[src/hw/rtl/bbw_pkg.sv]
// ----------------------------------------------------------------------------
// bbw_pkg
// Shared types and constants for the bandpass weight generator.
// ----------------------------------------------------------------------------
package bbw_pkg;

  localparam int MaxTapsDef = 63;

  localparam logic [31:0] RATIO_RESET = 32'h4000_0000;
  localparam logic [5:0]  KLEN_RESET  = 6'd31;

  localparam logic [31:0] ONE_Q28 = 32'h1000_0000;
  localparam logic [31:0] CK1     = 32'd3333107;
  localparam logic [31:0] CK2     = 32'd124319616;
  localparam logic [31:0] CK3     = 32'd834094232;
  localparam logic [31:0] CK4     = 32'd251972339;
  localparam logic [23:0] MAG_ONE = 24'h80_0000;

  localparam logic [5:0] DIV_STEPS  = 6'd46;
  localparam logic [5:0] ROOT_STEPS = 6'd23;

  localparam logic CFG_STEP_RATIO    = 1'b0;
  localparam logic CFG_KERNEL_LENGTH = 1'b1;

  typedef enum logic [3:0] {
    OP_P2     = 4'd0,
    OP_P3     = 4'd1,
    OP_P4     = 4'd2,
    OP_P5     = 4'd3,
    OP_P6     = 4'd4,
    OP_NUM    = 4'd5,
    OP_RE_POS = 4'd6,
    OP_RE_NEG = 4'd7,
    OP_IM_P1  = 4'd8,
    OP_IM_P5  = 4'd9,
    OP_IM_NEG = 4'd10
  } mul_op_e;

  typedef struct packed {
    logic       load_freq;
    logic       load_center;
    logic       mul_lo;
    logic       mul_hi;
    logic       mul_acc;
    mul_op_e    op;
    logic       combine;
    logic       norm_shift;
    logic       sq_a;
    logic       sq_b;
    logic       sq_n;
    logic       check;
    logic       div_step;
    logic       sqrt_init;
    logic       sqrt_step;
    logic       freq_mul;
    logic       freq_upd;
    logic       out_load;
    logic [5:0] out_tap;
    logic       out_last;
  } ctrl_cmd_t;

  typedef struct packed {
    logic norm_done;
    logic d_zero;
    logic gain_high;
  } dp_status_t;

endpackage

[src/hw/rtl/bbw_ctrl.sv]
// ----------------------------------------------------------------------------
// bbw_ctrl
// Sequencer for one magnitude evaluation and for the kernel tap walk.
// ----------------------------------------------------------------------------
module bbw_ctrl #(
  parameter int MAX_TAPS = bbw_pkg::MaxTapsDef
) (
  input  logic                clk_i,
  input  logic                rst_ni,
  input  logic                in_valid_i,
  input  logic                in_action_i,
  output logic                in_ready_o,
  output logic                out_valid_o,
  input  logic                out_ready_i,
  input  logic [5:0]          kernel_length_i,
  input  bbw_pkg::dp_status_t status_i,
  output bbw_pkg::ctrl_cmd_t  cmd_o
);
  import bbw_pkg::*;

  localparam int HalfCapInt = (MAX_TAPS - 1) / 2;
  localparam logic [4:0] HALF_CAP = (HalfCapInt > 31) ? 5'd31 : 5'(HalfCapInt);

  typedef enum logic [16:0] {
    S_IDLE  = 17'h00001,
    S_MULLO = 17'h00002,
    S_MULHI = 17'h00004,
    S_ACC   = 17'h00008,
    S_COMB  = 17'h00010,
    S_NORM  = 17'h00020,
    S_SQA   = 17'h00040,
    S_SQB   = 17'h00080,
    S_SQN   = 17'h00100,
    S_CHECK = 17'h00200,
    S_DIV   = 17'h00400,
    S_SQI   = 17'h00800,
    S_SQRT  = 17'h01000,
    S_OUT1  = 17'h02000,
    S_OUT2  = 17'h04000,
    S_FMUL  = 17'h08000,
    S_FUPD  = 17'h10000
  } state_e;

  state_e     state_q, state_d;
  mul_op_e    op_q, op_d;
  logic [5:0] cnt_q, cnt_d;
  logic [4:0] half_q, half_d;
  logic [4:0] idx_q, idx_d;
  logic       kernel_q, kernel_d;
  logic       out_valid_q, out_valid_d;
  logic [4:0] half_in;
  logic       out_free;

  assign half_in  = (kernel_length_i[5:1] > HALF_CAP) ? HALF_CAP : kernel_length_i[5:1];
  assign out_free = !out_valid_q || out_ready_i;

  always_comb begin
    state_d  = state_q;
    op_d     = op_q;
    cnt_d    = cnt_q;
    half_d   = half_q;
    idx_d    = idx_q;
    kernel_d = kernel_q;
    cmd_o    = '0;
    cmd_o.op = op_q;
    case (state_q)
      S_IDLE: begin
        if (in_valid_i) begin
          if (in_action_i) begin
            kernel_d          = 1'b1;
            half_d            = half_in;
            idx_d             = '0;
            cmd_o.load_center = 1'b1;
          end else begin
            kernel_d        = 1'b0;
            cmd_o.load_freq = 1'b1;
          end
          op_d    = OP_P2;
          state_d = S_MULLO;
        end
      end
      S_MULLO: begin
        cmd_o.mul_lo = 1'b1;
        state_d      = S_MULHI;
      end
      S_MULHI: begin
        cmd_o.mul_hi = 1'b1;
        state_d      = S_ACC;
      end
      S_ACC: begin
        cmd_o.mul_acc = 1'b1;
        if (op_q == OP_IM_NEG) begin
          state_d = S_COMB;
        end else begin
          op_d    = mul_op_e'(op_q + 4'd1);
          state_d = S_MULLO;
        end
      end
      S_COMB: begin
        cmd_o.combine = 1'b1;
        state_d       = S_NORM;
      end
      S_NORM: begin
        if (status_i.norm_done) begin
          state_d = S_SQA;
        end else begin
          cmd_o.norm_shift = 1'b1;
        end
      end
      S_SQA: begin
        cmd_o.sq_a = 1'b1;
        state_d    = S_SQB;
      end
      S_SQB: begin
        cmd_o.sq_b = 1'b1;
        state_d    = S_SQN;
      end
      S_SQN: begin
        cmd_o.sq_n = 1'b1;
        state_d    = S_CHECK;
      end
      S_CHECK: begin
        cmd_o.check = 1'b1;
        cnt_d       = '0;
        state_d     = (status_i.d_zero || status_i.gain_high) ? S_OUT1 : S_DIV;
      end
      S_DIV: begin
        cmd_o.div_step = 1'b1;
        cnt_d          = cnt_q + 6'd1;
        if (cnt_q == DIV_STEPS - 6'd1) begin
          state_d = S_SQI;
        end
      end
      S_SQI: begin
        cmd_o.sqrt_init = 1'b1;
        cnt_d           = '0;
        state_d         = S_SQRT;
      end
      S_SQRT: begin
        cmd_o.sqrt_step = 1'b1;
        cnt_d           = cnt_q + 6'd1;
        if (cnt_q == ROOT_STEPS - 6'd1) begin
          state_d = S_OUT1;
        end
      end
      S_OUT1: begin
        if (out_free) begin
          cmd_o.out_load = 1'b1;
          if (!kernel_q) begin
            cmd_o.out_tap  = '0;
            cmd_o.out_last = 1'b1;
            state_d        = S_IDLE;
          end else if (idx_q == 5'd0) begin
            cmd_o.out_tap  = {1'b0, half_q};
            cmd_o.out_last = (half_q == 5'd0);
            state_d        = (half_q == 5'd0) ? S_IDLE : S_FMUL;
          end else begin
            cmd_o.out_tap  = {1'b0, half_q} + {1'b0, idx_q};
            cmd_o.out_last = 1'b0;
            state_d        = S_OUT2;
          end
        end
      end
      S_OUT2: begin
        if (out_free) begin
          cmd_o.out_load = 1'b1;
          cmd_o.out_tap  = {1'b0, half_q} - {1'b0, idx_q};
          cmd_o.out_last = (idx_q == half_q);
          state_d        = (idx_q == half_q) ? S_IDLE : S_FMUL;
        end
      end
      S_FMUL: begin
        cmd_o.freq_mul = 1'b1;
        idx_d          = idx_q + 5'd1;
        state_d        = S_FUPD;
      end
      S_FUPD: begin
        cmd_o.freq_upd = 1'b1;
        op_d           = OP_P2;
        state_d        = S_MULLO;
      end
      default: begin
        state_d = S_IDLE;
      end
    endcase
  end

  always_comb begin
    out_valid_d = out_valid_q;
    if (cmd_o.out_load) begin
      out_valid_d = 1'b1;
    end else if (out_ready_i) begin
      out_valid_d = 1'b0;
    end
  end

  always_ff @(posedge clk_i or negedge rst_ni) begin
    if (!rst_ni) begin
      state_q     <= S_IDLE;
      op_q        <= OP_P2;
      cnt_q       <= '0;
      half_q      <= '0;
      idx_q       <= '0;
      kernel_q    <= 1'b0;
      out_valid_q <= 1'b0;
    end else begin
      state_q     <= state_d;
      op_q        <= op_d;
      cnt_q       <= cnt_d;
      half_q      <= half_d;
      idx_q       <= idx_d;
      kernel_q    <= kernel_d;
      out_valid_q <= out_valid_d;
    end
  end

  assign in_ready_o  = (state_q == S_IDLE);
  assign out_valid_o = out_valid_q;

endmodule

[config.mk]
export PLATFORM = sky130hd
export DESIGN_NAME = bbw_ctrl
export DESIGN_NICKNAME = d
export VERILOG_FILES = /design/src/hw/rtl/bbw_pkg.sv /design/src/hw/rtl/bbw_ctrl.sv
export SDC_FILE = /design/constraint.sdc
export NUM_CORES = 1
export LEC_CHECK = 0
export ABC_CLOCK_PERIOD_IN_PS = 3700
export BUFFER_PORTS_ARGS = -buffer_cell sky130_fd_sc_hd__buf_2
export CORE_MARGIN = 2
export CORE_UTILIZATION = 55
export DETAILED_ROUTE_END_ITERATION = 10
export GPL_TIMING_DRIVEN = 0
export PLACE_DENSITY = 0.78
export SETUP_SLACK_MARGIN = 0.3
export SYNTH_ARGS = -nofsm -noshare
export SYNTH_HDL_FRONTEND = slang
export SYNTH_SLANG_ARGS = --single-unit
[constraint.sdc]
create_clock -name clk_i -period 3.7 [get_ports clk_i]
set_input_delay 1.11 -clock clk_i [delete_from_list [all_inputs] [get_ports clk_i]]
set_output_delay 1.11 -clock clk_i [all_outputs]
set_load 0.02 [all_outputs]
; Yosys cells after proc, flatten, opt, wreduce, memory -nomap -nowiden
; Cells that the tools add are included.
[classes]
n_addsub = 5
magnitude_cmp = 1
eq_ne = 29
n_mux = 47
reduce_logical = 16
[ops]
columns = op, n
row1 = one-hot mux 17 bit (17 select lines), 1
row2 = two-way mux 17 bit, 7
row3 = two-way mux 16 bit, 3
row4 = two-way mux 5 bit, 4
row5 = two-way mux 1 bit, 19
row6 = == test 17 x 1 -> 1 bit (second input constant), 1
row7 = == test 17 x 10 -> 1 bit (second input constant), 1
row8 = == test 17 x 11 -> 1 bit (second input constant), 1
row9 = == test 17 x 12 -> 1 bit (second input constant), 1
row10 = == test 17 x 13 -> 1 bit (second input constant), 1
row11 = == test 17 x 14 -> 1 bit (second input constant), 1
row12 = == test 17 x 15 -> 1 bit (second input constant), 1
row13 = == test 17 x 16 -> 1 bit (second input constant), 1
row14 = == test 17 bit (second input constant), 1
row15 = == test 17 x 2 -> 1 bit (second input constant), 1
row16 = == test 17 x 3 -> 1 bit (second input constant), 1
row17 = == test 17 x 4 -> 1 bit (second input constant), 1
row18 = == test 17 x 5 -> 1 bit (second input constant), 1
row19 = == test 17 x 6 -> 1 bit (second input constant), 1
row20 = == test 17 x 7 -> 1 bit (second input constant), 1
row21 = == test 17 x 8 -> 1 bit (second input constant), 1
row22 = == test 17 x 9 -> 1 bit (second input constant), 1
row23 = two-way mux 8 bit, 2
row24 = != test 2 bit (second input constant), 8
row25 = 27 further kinds, 37
[totals]
ff_bits = 39
in_bits = 14
output_inout_bits = 30
wordCells = 105

; Longest topological paths before layout
[logic_depth]
ltp_word = 6
depth_mapped = 9

; Worst setup path after synthesis
; Ideal clock, no wire load.
[synth_timing]
kind = reg2out
start = reg idx_q[1]
end = out cmd_o[0] (netlist bit)
arrival_ns = 2.135
required_ns = 2.590
setup_slack_ns = 0.455
path_stages_with_launch = 9
n_path_buf = 0
cell_sequence = dfrtp_1 -> inv_1 -> ha_1 -> nor4b_4 -> nand3_1 -> a21oi_1 -> a21oi_1 -> or2_1 -> nor3_1
[synth_lines]
columns = element, line
row1 = start: declaration, bbw_ctrl.sv:48  ; logic [4:0] idx_q, idx_d;
row2 = start signal: assignment, bbw_ctrl.sv:211  ; idx_q <= idx_d;
row3 = end: declaration, bbw_ctrl.sv:17  ; output bbw_pkg::ctrl_cmd_t cmd_o

==> metrics <==
Ports between 40 and 50; crit-path leading delay family simple AND/OR/NAND/NOR gates; largest net degree at the start of global routing 40; worst-skew pair later-pin latency ~0.3 ns; worst-path fanout max 6; CTS HTree Levels 2; final critical-path required period roughly 3.4 ns; layout net count 407; Iter 0 DRT Violations between 150 and 200; asr flop ratio synth 100%; Port Buffers 42; worst slew pin tran 0.915 ns; synthesized flop and latch total 39; share of cells above drive strength 1 33.1%; Startpoint Class register; CP max-delay cell dfrtp_2; Post-synth top flop dfrtp_1; drt wl/cell 15.7 µm; post-route setup slack 0.339 ns; number of remaining DRC errors 0; R2R setup slack between 1 and 1.5 ns; Fmax ~300 MHz; dpl cells 416; Yosys cell types 62; WS Path Type reg2out; Final Cycle Share 90.8%; Sink Count 39; P&R area growth vs syn 24.9%; Post-synth EDFFs 0; Post-DP Area 3110 µm²; Die Ht roughly 75 µm; Max Slew Vio Count 0; starting density of the core 56.1%; clk buf depth 2; total gr overflow 0; RSZ-0062 raised after global routing yes; Cell Area, Synth between 2000 and 3000 µm²; Final HPWL DP 4.83 mm; status completed; Mapped Cells about 300; TritonRoute pass-1 iters 6; Fin Clk Skew 0.00743 ns; Mapped Nets between 300 and 400; Total Die Area 5700 µm²; Vias/cell ~5.7; core area 5010 µm²; crit path cell chain nor4_4, buf_4, buf_4, nand4_1, buf_4, nor3_2, buf_2; Total Wirelength between 6 and 7 mm; Worst setup EP type output pin; # rows 26; final core occ about 70%; Worst-path clk slew 0.08 ns; Leakage about 1.8 nW; Hold Crit Depth 1; CP dominant cell by count buf_4; Post-CTS Hold Buffers 0; ant diodes 0; Max Cap Violations 0; hold_sp op_q[2]; routability cong. 0.911; CTS tree yes; count of final setup violators 0; Worst EP required between 2 and 3 ns; Rel. slew slack 39.0%; pre-CTS setup slack about 0.18 ns; r2r startpoint state_q[8]; CTS buffer count 5; initial antenna violation count 0; maximum VDD drop about 0.0003 V; Worst Hold Class reg2reg; sequential fraction of the synthesis area around a third; reg2reg path depth 8; vias in the first global route ~2200; Finished Cell Area 3510 µm²; Final ANT Viol Nets 0; Yosys warning count 0; crit-path max cell delay 0.43 ns; worst hold endpoint op_q[2]; Critical R2R Capture state_q[13]; Tot GR Track Use around a quarter; clk root buf clkbuf_8; PwrDens 507 nW/µm²; via count 2548; first-pass GRT wire length 10.5 mm; Non-Filler Instances approximately 450; Synth Area per Inst 9.25 µm²; Buf/Inv on CP 4; chip width between 70 and 80 µm; Final TNS setup 0 ns; Final Hold Viols 0; CP arrival 2.25 ns
## synthesized netlist by cell type (all sizes together) (3+ instances only)
cell,n,area [µm²]
a21o,4,31.3
clkbuf,3,11.3
nor3,15,96.4
nor2,27,101
and3,3,20.0
nand4b,4,35.0
nor3b,4,30.0
mux2,4,48.8
o21ai,17,85.1
o22ai,5,31.3
inv,24,90.1
or2,6,37.5
xnor2,9,78.8
nand2,23,86.3
a21oi,13,68.8
nand2b,4,25.0
o21bai,4,30.0
dfrtp,38,951
nand3,9,50.1
mux2i,5,50.1
ha,17,213
nand4,12,81.3
nor4,6,67.6
nor4b,6,80.1
buf,7,47.6
and4b,3,32.5
xor2,9,78.8
## per-stage QoR
| stage | hold WS, ns | power, mW |
|---|---|---|
| 2_1_floorplan | 0.459 | 1.07 |
| 3_3_place_gp | 0.518 | 1.21 |
| 3_5_place_dp | 0.528 | 1.23 |
| 4_1_cts | 0.542 | 1.71 |
| 5_1_grt | 0.571 | 1.89 |
| 6_report | 0.552 | 1.78 |
## cells by family after synthesis
kind of cell	after synthesis	share of synthesized area (%)
buffers and inverters	34	5.30
DFF	39	34.8
AOI/OAI and AO/OA	51	11.2
and+or+nand+nor	134	30.6
adders and majority gates	19	8.99
muxes	9	3.52
xor gates and xnor gates	18	5.61
## what timing repair did
item                                    in CTS  in global routing
resized for setup                           12                 19
hold endpoints to repair                     0                  0
endpoints found under the setup margin      11                 15
pin swaps                                    3                  8
buffers inserted                             6                 15
## cells in the final DEF, fill, tap and decap left out, types with 5 or more instances in the layout
cell type  Yosys  layout
or2_2          5       5
nand2_1       23      23
buf_2          2      41
o22ai_1        5       5
a21oi_1       12      11
nand4_1       11      11
nand3_1        8       8
ha_1          17      16
inv_1         23      22
nor3_1        12      10
nor2_1        27      25
xnor2_1        9       9
buf_4          1      23
xor2_1         9       9
dfrtp_2        0       5
dfrtp_1       38      33
mux2i_1        5       5
clkbuf_8       0       5
o21ai_0       17      17
## report_power, final
group          switching (mW)  internal, mW  leakage (nW)
sequential             0.0776         0.484         0.520
clock                   0.161         0.270        0.0654
combinational           0.429         0.357          1.18
## layout make-up
class                   count  area [µm²]
repair buffers             63         383
plain buffers              10        62.6
fillers                   416        1500
clock buffers               6        72.6
well taps                  70        87.6
multi-input cells         231        1770
clock inverters             2        60.1
inverters                  24        90.1
flip-flops and latches     39         983
## worst max path at each step
stage	start	to	slack, ns	depth (start not counted)
2_1_floorplan	idx_q[1]	cmd_o[0]	0.46	8
3_3_place_gp	state_q[1]	cmd_o[1]	0.18	8
3_5_place_dp	state_q[1]	cmd_o[1]	0.18	8
4_1_cts	state_q[8]	cmd_o[6]	0.31	7
5_1_grt	state_q[8]	cmd_o[23]	0.22	8
6_report	state_q[8]	cmd_o[17]	0.34	7
## registers in the layout, indices dropped and copies added, names as in the netlist
| signal | flops |
|---|---|
| op_q | 4 |
| out_valid_o | 1 |
| kernel_q | 1 |
| cnt_q | 6 |
| state_q | 17 |
| idx_q | 5 |
| half_q | 5 |
## routing by layer
| layer | GRT usage, % | vias up | part of all wire, % |
|---|---|---|---|
| li1 | - | 1228 | - |
| met1 | 34.4 | 1230 | 43 |
| met2 | 40.3 | 82 | 50 |
| met3 | 3.97 | 8 | 6.0 |
| met4 | 4.68 | 0 | 0.82 |
| met5 | 0 | - | 0 |
Power figures use the tool's default switching activity.
